**src/rtl/core/irfb_pkg.sv**
```systemverilog
// Package: shared types, constants and the frame byte selector for the IGMP report builder.
`timescale 1ns / 1ps
`default_nettype none
package irfb_pkg;

    // Frame geometry
    localparam int unsigned FRAME_LEN = 60;
    localparam int unsigned IDX_W     = 6;
    localparam logic [IDX_W-1:0] LAST_IDX = IDX_W'(FRAME_LEN - 1);

    // Field widths
    localparam int unsigned IP_W  = 32;
    localparam int unsigned MAC_W = 48;
    localparam int unsigned CK_W  = 16;

    // Fixed header bytes
    localparam logic [7:0] MCAST_MAC0  = 8'h01;
    localparam logic [7:0] MCAST_MAC1  = 8'h00;
    localparam logic [7:0] MCAST_MAC2  = 8'h5e;
    localparam logic [7:0] GRP_MAC_MSK = 8'h7F;
    localparam logic [7:0] ETYPE_HI    = 8'h08;
    localparam logic [7:0] ETYPE_LO    = 8'h00;
    localparam logic [7:0] IP_VER_IHL  = 8'h45;
    localparam logic [7:0] IP_TOS      = 8'hC0;
    localparam logic [7:0] IP_LEN_HI   = 8'h00;
    localparam logic [7:0] IP_LEN_LO   = 8'h1C;
    localparam logic [7:0] IP_ID_HI    = 8'h00;
    localparam logic [7:0] IP_ID_LO    = 8'h01;
    localparam logic [7:0] IP_FRAG_HI  = 8'h00;
    localparam logic [7:0] IP_FRAG_LO  = 8'h00;
    localparam logic [7:0] IP_TTL      = 8'h01;
    localparam logic [7:0] IP_PROTO    = 8'h02;
    localparam logic [7:0] IGMP_TYPE   = 8'h16;
    localparam logic [7:0] IGMP_MRT    = 8'h64;
    localparam logic [CK_W-1:0] CK_MASK = 16'hffff;

    // Sum of the constant 16-bit words of the IPv4 header and of the IGMP message
    localparam logic [CK_W-1:0] IP_CONST_SUM =
        {IP_VER_IHL, IP_TOS} + {IP_LEN_HI, IP_LEN_LO} + {IP_ID_HI, IP_ID_LO}
        + {IP_FRAG_HI, IP_FRAG_LO} + {IP_TTL, IP_PROTO};
    localparam logic [CK_W-1:0] IGMP_CONST_SUM = {IGMP_TYPE, IGMP_MRT};

    // Everything one frame needs, held while it is sent
    typedef struct packed {
        logic [IP_W-1:0]  source_ip;
        logic [MAC_W-1:0] source_mac;
        logic [IP_W-1:0]  group;
        logic [CK_W-1:0]  ip_ck;
        logic [CK_W-1:0]  igmp_ck;
    } frame_t;

    // Pick one byte of the frame by its position
    function automatic logic [7:0] frame_byte_at(logic [IDX_W-1:0] idx, frame_t f);
        logic [7:0] b;
        b = 8'h00;
        unique case (idx)
            6'd0:  b = MCAST_MAC0;
            6'd1:  b = MCAST_MAC1;
            6'd2:  b = MCAST_MAC2;
            6'd3:  b = f.group[23:16] & GRP_MAC_MSK;
            6'd4:  b = f.group[15:8];
            6'd5:  b = f.group[7:0];
            6'd6:  b = f.source_mac[47:40];
            6'd7:  b = f.source_mac[39:32];
            6'd8:  b = f.source_mac[31:24];
            6'd9:  b = f.source_mac[23:16];
            6'd10: b = f.source_mac[15:8];
            6'd11: b = f.source_mac[7:0];
            6'd12: b = ETYPE_HI;
            6'd13: b = ETYPE_LO;
            6'd14: b = IP_VER_IHL;
            6'd15: b = IP_TOS;
            6'd16: b = IP_LEN_HI;
            6'd17: b = IP_LEN_LO;
            6'd18: b = IP_ID_HI;
            6'd19: b = IP_ID_LO;
            6'd20: b = IP_FRAG_HI;
            6'd21: b = IP_FRAG_LO;
            6'd22: b = IP_TTL;
            6'd23: b = IP_PROTO;
            6'd24: b = f.ip_ck[15:8];
            6'd25: b = f.ip_ck[7:0];
            6'd26: b = f.source_ip[31:24];
            6'd27: b = f.source_ip[23:16];
            6'd28: b = f.source_ip[15:8];
            6'd29: b = f.source_ip[7:0];
            6'd30: b = f.group[31:24];
            6'd31: b = f.group[23:16];
            6'd32: b = f.group[15:8];
            6'd33: b = f.group[7:0];
            6'd34: b = IGMP_TYPE;
            6'd35: b = IGMP_MRT;
            6'd36: b = f.igmp_ck[15:8];
            6'd37: b = f.igmp_ck[7:0];
            6'd38: b = f.group[31:24];
            6'd39: b = f.group[23:16];
            6'd40: b = f.group[15:8];
            6'd41: b = f.group[7:0];
            default: b = 8'h00;
        endcase
        return b;
    endfunction

endpackage
`default_nettype wire

```
**src/rtl/core/igmp_report_frame_builder_unit.sv**
```systemverilog
// Top level: IGMPv2 membership report frame builder with group register and input register.
`timescale 1ns / 1ps
`default_nettype none
// Each request transfer (source IP, source MAC) produces one 60-byte Ethernet frame
// carrying an IGMPv2 membership report for the group in the group register, sent as
// 60 byte transfers, one per cycle while the sink is ready, with tlast on byte 59.
// While a frame is sent by the byte serializer, the next request is held in the
// input register and its checksums are computed there, so consecutive frames
// follow with no gap. The group is sampled when a request is taken; write the
// register only while no frame is pending.
module igmp_report_frame_builder_unit
    import irfb_pkg::*;
(
    input  wire logic        clk,
    input  wire logic        rst_n,
    // Group address register
    input  wire logic        cfg_we,
    input  wire logic [31:0] cfg_wdata,
    // Request stream
    input  wire logic        s_tvalid,
    output logic             s_tready,
    input  wire logic [79:0] s_tdata,   // [31:0] source_ip, [79:32] source_mac
    // Frame byte stream
    output logic             m_tvalid,
    input  wire logic        m_tready,
    output logic [15:0]      m_tdata,   // [7:0] frame_byte, [13:8] byte_index, zero fill
    output logic             m_tlast    // last_byte
);

    localparam logic [IP_W-1:0] GROUP_RESET = 32'hE0000001;

    logic [IP_W-1:0]  group_reg;
    logic             in_valid_reg, in_valid_next;
    logic [IP_W-1:0]  in_ip_reg;
    logic [MAC_W-1:0] in_mac_reg;
    logic [IP_W-1:0]  in_grp_reg;
    logic [CK_W-1:0]  ip_ck;
    logic [CK_W-1:0]  igmp_ck;
    frame_t           frame_in;
    logic             take;
    logic             s_fire;
    logic [7:0]       out_byte;
    logic [IDX_W-1:0] out_idx;

    // Group register
    always_ff @(posedge clk or negedge rst_n)
    begin
        if (!rst_n)
        begin
            group_reg <= GROUP_RESET;
        end
        else if (cfg_we)
        begin
            group_reg <= cfg_wdata;
        end
    end

    // Input register: free when empty or handed to the serializer
    assign s_tready = !in_valid_reg || take;
    assign s_fire   = s_tvalid && s_tready;

    always_comb
    begin
        in_valid_next = in_valid_reg;
        if (take)
        begin
            in_valid_next = 1'b0;
        end
        if (s_fire)
        begin
            in_valid_next = 1'b1;
        end
    end

    always_ff @(posedge clk or negedge rst_n)
    begin
        if (!rst_n)
        begin
            in_valid_reg <= 1'b0;
        end
        else
        begin
            in_valid_reg <= in_valid_next;
        end
    end

    always_ff @(posedge clk)
    begin
        if (s_fire)
        begin
            in_ip_reg  <= s_tdata[IP_W-1:0];
            in_mac_reg <= s_tdata[IP_W+MAC_W-1:IP_W];
            in_grp_reg <= group_reg;
        end
    end

    // Checksums of the held request
    irfb_csum u_csum
    (
        .source_ip (in_ip_reg),
        .group     (in_grp_reg),
        .ip_ck     (ip_ck),
        .igmp_ck   (igmp_ck)
    );

    assign frame_in.source_ip  = in_ip_reg;
    assign frame_in.source_mac = in_mac_reg;
    assign frame_in.group      = in_grp_reg;
    assign frame_in.ip_ck      = ip_ck;
    assign frame_in.igmp_ck    = igmp_ck;

    // Byte serializer and output register
    irfb_serializer u_ser
    (
        .clk        (clk),
        .rst_n      (rst_n),
        .load_valid (in_valid_reg),
        .load_frame (frame_in),
        .load_take  (take),
        .out_valid  (m_tvalid),
        .out_ready  (m_tready),
        .out_byte   (out_byte),
        .out_idx    (out_idx),
        .out_last   (m_tlast)
    );

    assign m_tdata = {2'b00, out_idx, out_byte};

    // tlast marks exactly the final byte position
    a_last_idx: assert property (@(posedge clk) disable iff (!rst_n)
        m_tvalid |-> (m_tlast == (m_tdata[13:8] == LAST_IDX)))
        else $error("tlast does not match byte index");

    // Within a frame the next byte follows at once with the next index
    a_next_byte: assert property (@(posedge clk) disable iff (!rst_n)
        (m_tvalid && m_tready && !m_tlast) |=>
            (m_tvalid && (m_tdata[13:8] == $past(m_tdata[13:8]) + 6'd1)))
        else $error("frame byte sequence broken");

    // A held request is only replaced after it was handed on
    a_hold_req: assert property (@(posedge clk) disable iff (!rst_n)
        (in_valid_reg && !take) |=> (in_valid_reg && $stable(in_ip_reg)
            && $stable(in_mac_reg) && $stable(in_grp_reg)))
        else $error("held request lost");

endmodule
`default_nettype wire

```
**src/rtl/core/irfb_csum.sv**
```systemverilog
// Checksum logic: IPv4 header and IGMP ones'-complement checksums from the held request.
`timescale 1ns / 1ps
`default_nettype none
module irfb_csum
    import irfb_pkg::*;
(
    input  wire logic [IP_W-1:0] source_ip,
    input  wire logic [IP_W-1:0] group,
    output logic      [CK_W-1:0] ip_ck,
    output logic      [CK_W-1:0] igmp_ck
);

    // Five 16-bit words fit in 19 bits
    localparam int unsigned SUM_W = CK_W + 3;

    logic [SUM_W-1:0] ip_sum;
    logic [SUM_W-1:0] igmp_sum;
    logic [CK_W:0]    ip_f1;
    logic [CK_W:0]    igmp_f1;
    logic [CK_W-1:0]  ip_f2;
    logic [CK_W-1:0]  igmp_f2;

    // Add the variable words to the constant part of each sum
    assign ip_sum = SUM_W'(IP_CONST_SUM) + SUM_W'(source_ip[31:16])
                  + SUM_W'(source_ip[15:0]) + SUM_W'(group[31:16])
                  + SUM_W'(group[15:0]);
    assign igmp_sum = SUM_W'(IGMP_CONST_SUM) + SUM_W'(group[31:16])
                    + SUM_W'(group[15:0]);

    // Fold the carries twice; after the second fold none is left
    assign ip_f1   = (CK_W+1)'(ip_sum[CK_W-1:0]) + (CK_W+1)'(ip_sum[SUM_W-1:CK_W]);
    assign igmp_f1 = (CK_W+1)'(igmp_sum[CK_W-1:0]) + (CK_W+1)'(igmp_sum[SUM_W-1:CK_W]);
    assign ip_f2   = ip_f1[CK_W-1:0] + CK_W'(ip_f1[CK_W]);
    assign igmp_f2 = igmp_f1[CK_W-1:0] + CK_W'(igmp_f1[CK_W]);

    // Complement
    assign ip_ck   = ~ip_f2 & CK_MASK;
    assign igmp_ck = ~igmp_f2 & CK_MASK;

endmodule
`default_nettype wire

```
**src/rtl/core/irfb_serializer.sv**
```systemverilog
// Frame serializer: holds one frame, steps a byte counter and drives the output register.
`timescale 1ns / 1ps
`default_nettype none
module irfb_serializer
    import irfb_pkg::*;
(
    input  wire logic             clk,
    input  wire logic             rst_n,
    input  wire logic             load_valid,
    input  wire frame_t           load_frame,
    output logic                  load_take,
    output logic                  out_valid,
    input  wire logic             out_ready,
    output logic [7:0]            out_byte,
    output logic [IDX_W-1:0]      out_idx,
    output logic                  out_last
);

    logic             busy_reg, busy_next;
    logic [IDX_W-1:0] cnt_reg, cnt_next;
    frame_t           frame_reg, frame_next;
    logic             oval_reg, oval_next;
    logic [7:0]       obyte_reg, obyte_next;
    logic [IDX_W-1:0] oidx_reg, oidx_next;
    logic             olast_reg, olast_next;
    logic             advance;
    logic             frame_done;

    // Output register moves when empty or taken
    assign advance    = !oval_reg || out_ready;
    assign frame_done = !busy_reg || (cnt_reg == LAST_IDX);
    assign load_take  = advance && frame_done && load_valid;

    // Emit the current byte, then load the next frame behind the last byte
    always_comb
    begin
        busy_next  = busy_reg;
        cnt_next   = cnt_reg;
        frame_next = frame_reg;
        oval_next  = oval_reg;
        obyte_next = obyte_reg;
        oidx_next  = oidx_reg;
        olast_next = olast_reg;
        if (advance)
        begin
            oval_next = busy_reg;
            if (busy_reg)
            begin
                obyte_next = frame_byte_at(cnt_reg, frame_reg);
                oidx_next  = cnt_reg;
                olast_next = (cnt_reg == LAST_IDX);
                cnt_next   = cnt_reg + 1'b1;
                if (cnt_reg == LAST_IDX)
                begin
                    busy_next = 1'b0;
                end
            end
        end
        if (load_take)
        begin
            frame_next = load_frame;
            busy_next  = 1'b1;
            cnt_next   = '0;
        end
    end

    // Control state
    always_ff @(posedge clk or negedge rst_n)
    begin
        if (!rst_n)
        begin
            busy_reg <= 1'b0;
            cnt_reg  <= '0;
            oval_reg <= 1'b0;
        end
        else
        begin
            busy_reg <= busy_next;
            cnt_reg  <= cnt_next;
            oval_reg <= oval_next;
        end
    end

    // Payload
    always_ff @(posedge clk)
    begin
        frame_reg <= frame_next;
        obyte_reg <= obyte_next;
        oidx_reg  <= oidx_next;
        olast_reg <= olast_next;
    end

    assign out_valid = oval_reg;
    assign out_byte  = obyte_reg;
    assign out_idx   = oidx_reg;
    assign out_last  = olast_reg;

endmodule
`default_nettype wire
```
**config.mk**
```make
export PLATFORM = sky130hd
export DESIGN_NAME = igmp_report_frame_builder_unit
export DESIGN_NICKNAME = d
export VERILOG_FILES = /design/src/rtl/core/irfb_pkg.sv /design/src/rtl/core/igmp_report_frame_builder_unit.sv /design/src/rtl/core/irfb_csum.sv /design/src/rtl/core/irfb_serializer.sv
export SDC_FILE = /design/constraint.sdc
export NUM_CORES = 1
export LEC_CHECK = 0
export ABC_AREA = 1
export BUFFER_PORTS_ARGS = -buffer_cell sky130_fd_sc_hd__buf_2
export CELL_PAD_IN_SITES_DETAIL_PLACEMENT = 0
export CELL_PAD_IN_SITES_GLOBAL_PLACEMENT = 1
export CORE_MARGIN = 3
export CORE_UTILIZATION = 45
export DETAILED_ROUTE_END_ITERATION = 10
export PLACE_DENSITY = 0.86
export SYNTH_ARGS = -nofsm -noshare
export SYNTH_HDL_FRONTEND = slang
export SYNTH_SLANG_ARGS = --single-unit
```
**constraint.sdc**
```tcl
create_clock -name clk -period 17.1 [get_ports clk]
set_input_delay 1.71 -clock clk [delete_from_list [all_inputs] [get_ports clk]]
set_output_delay 1.71 -clock clk [all_outputs]
set_load 0.005 [all_outputs]
```
==> flow_summary.json <==
{
  "synthTopCellsByCount": "nand2_1 (351), edfxtp_1 (271), inv_1 (264)",
  "ys_seq_elements": 312,
  "antenna_left": 0,
  "overflow": 0,
  "setup_tns_ps": 0,
  "largest_reg_flops": 144,
  "drv_cap": 0,
  "p_seq_share_pct": 33.5,
  "swShare_pct": 41.30,
  "cts_sinks": 312,
  "vdd_drop_max_mv": 0.08102,
  "synth_flop_cell": "edfxtp_1",
  "clk_pin_slew_ps": 70,
  "grt_pass1_vias": 11040,
  "antenna_found_initial": 0,
  "clock-skew-final_ps": 39.23,
  "synth_top_cell_area_share_pct": 50.72,
  "fin_crit_ps": 7740,
  "clock-root-buffer": "clkbuf_16",
  "slew_viol_final": 0,
  "synth_most_common_cell": "nand2_1",
  "cts_hold_buf": 0,
  "yosys_warnings": 0,
  "numCtsBuffers": 30,
  "grt_pass1_wl_um": 61750,
  "start_util_pct": 46.00,
  "dp.final_hpwl_um": 31180,
  "end_kind": "flip-flop",
  "syn2layout_area_growth_pct": 14.25,
  "synth_edf_count": 271,
  "rows": 68,
  "die_w_um": 194.8,
  "postCtsSetupBuffers": 0,
  "arrival_ps": 8060,
  "synthArstFlopShare_pct": 13.14,
  "grt_start_max_net_pins": 97,
  "cpPeakStageDelay_ps": 500,
  "max_freq_mhz": 129.2,
  "yosysTopAreaCell": "edfxtp_1",
  "routedWlPerCell_um": 18.39,
  "drt-initial-drc-count": 966,
  "rsz0062_at_grt": "no",
  "worstPathRequired_ps": 17420,
  "clockBufferDepth": 3,
  "num_antenna_cells": 0,
  "p_comb_share_pct": 44.1,
  "min_path_type": "flip-flop to flip-flop",
  "grt_usage_pct": 20.80,
  "final-hold-violation-count": 0,
  "setup_viol": 0,
  "io_pins": 136,
  "slowest_stage": "fa_1",
  "vias_per_cell": 5.206,
  "syn_area_mm2": 0.01605,
  "multi_input_area_mm2": 0.005792,
  "seqCellArea_mm2": 0.009169,
  "fin_crit_sh_pct": 45.26,
  "drc": 0,
  "slew-limit-headroom_pct": 19.02,
  "cts_resized": 0,
  "num_vias": 11320,
  "cts_tree": "yes",
  "pwr-share-clk_pct": 22.4,
  "cp_max_fo": 5,
  "ys_seq_area_share_pct": 57.14,
  "intPower_uw": 1773,
  "crit_type": "flip-flop to flip-flop",
  "switchingPower_uw": 1248,
  "design.core.area_mm2": 0.03488,
  "hold_ws_ps": 415.0,
  "synthTopCellsByArea": "edfxtp_1 (51%), nand2_1 (8.2%), inv_1 (6.2%)",
  "power_density_mw_per_mm2": 164.8,
  "firstDrtPassIters": 7,
  "status": "complete, no violations",
  "gp_congestion": 0.9248,
  "path_common_cell": "nor2_1",
  "die_height_um": 194.8,
  "clkLatencyLatePin_ps": 570,
  "io_buffers": 133,
  "finalWirelength_um": 40000,
  "drive_gt1_share_pct": 16.74,
  "worst_pin_slew_ps": 1215,
  "synth.avg_cell_area_um2": 10.45,
  "fillers": 3033,
  "leakagePower_uw": 0.008108,
  "netlist-cell-type-count": 51,
  "syn_inst": 1535,
  "h-tree-depth": 1,
  "cp-start-kind": "flip-flop",
  "nets": 1897,
  "dieArea_mm2": 0.03796
}
-- critical path, delay by kind of cell (launching register included) --
kind | cells | cell delay (ps)
simple gates | 23 | 2920
fa+ha+maj | 7 | 2350
compound gates | 4 | 900
xor+xnor | 3 | 550
flops | 1 | 460
buf+inv | 5 | 300
-- cell type report --
class	instances	area share [%]
clock inverters	8	0.3890
flip-flops and latches	312	50.01
repair buffers	137	3.795
well taps	455	3.105
inverters	280	5.747
multi-input cells	935	31.59
clock buffers	48	5.358
-- stage by stage --
stage	setup WS, ps	power [uW]	std cells	instance area (um^2)	utilization [%]
after floorplan	7940	1965	1536	16050	-
after global placement	9643	2336	2119	17280	49.53
after detailed placement	9404	2354	2119	17280	49.53
after CTS	9368	3027	2175	18330	52.55
after global routing	8589	3254	2175	18330	52.55
final	9360	3021	2175	18330	52.55
-- routing by layer --
layer  vias to the layer above  part of all wire, %  track usage, %
li1                       5459                    -               -
met2                       438                   46           33.26
met1                      5361                   44           29.94
met4                         0                  2.8           5.334
met3                        66                  7.6           3.345
met5                         -                    0               0
-- power groups by stage --
stage / clock (uW) / sequential, uW / combinational [uW]
after floorplan: 0 / 1010 / 959
after global placement: 0 / 1020 / 1310
after detailed placement: 0 / 1030 / 1330
after CTS: 685 / 1010 / 1330
after global routing: 714 / 1020 / 1520
final: 677 / 1010 / 1330
-- kinds of logic (layout without fill, tap and decap cells) --
kind of cell,Yosys count,count (layout),share of synthesized area (%)
other,1,2,0.02337
xor gates and xnor gates,46,46,2.511
DFF,312,312,57.14
AOI/OAI and AO/OA,128,128,5.310
muxes,32,32,2.246
buffers and inverters,289,473,6.831
and+or+nand+nor,643,643,17.75
adders and majority gates,84,84,8.188
-- layout by cell type (no fill, tap or decap), types with 7 or more instances in the layout --
cell type  count
nand3_1      102
clkbuf_16     33
fa_1          35
mux2_2        32
edfxtp_1     271
nand4_1       33
buf_2        133
inv_1        263
clkbuf_8      10
xnor2_1       14
a22o_1         8
nor2_1        96
dfrtp_1       37
nand2_1      351
ha_1          49
nand2_2       19
xor2_1        32
o21ai_0       23
nor3_1        11
a21oi_1       38
nor2_4         7
a221oi_1      23
nor2_2         8
inv_2         15
-- worst paths after layout --
kind                            slack [ps]            from  cells past startpoint                    to
worst max register to register        9360   in_ip_reg[18]                     42   u_ser.frame_reg[28]
worst min register to register         420  in_mac_reg[45]                      0  u_ser.frame_reg[109]
min in group asynchronous             1330           rst_n                      1          group_reg[8]
max in group asynchronous            15150           rst_n                      1         group_reg[15]
worst min-delay path                   420  in_mac_reg[45]                      0  u_ser.frame_reg[109]
worst max-delay path                  9360   in_ip_reg[18]                     42   u_ser.frame_reg[28]
No activity file was read; power rests on OpenSTA's default activity.
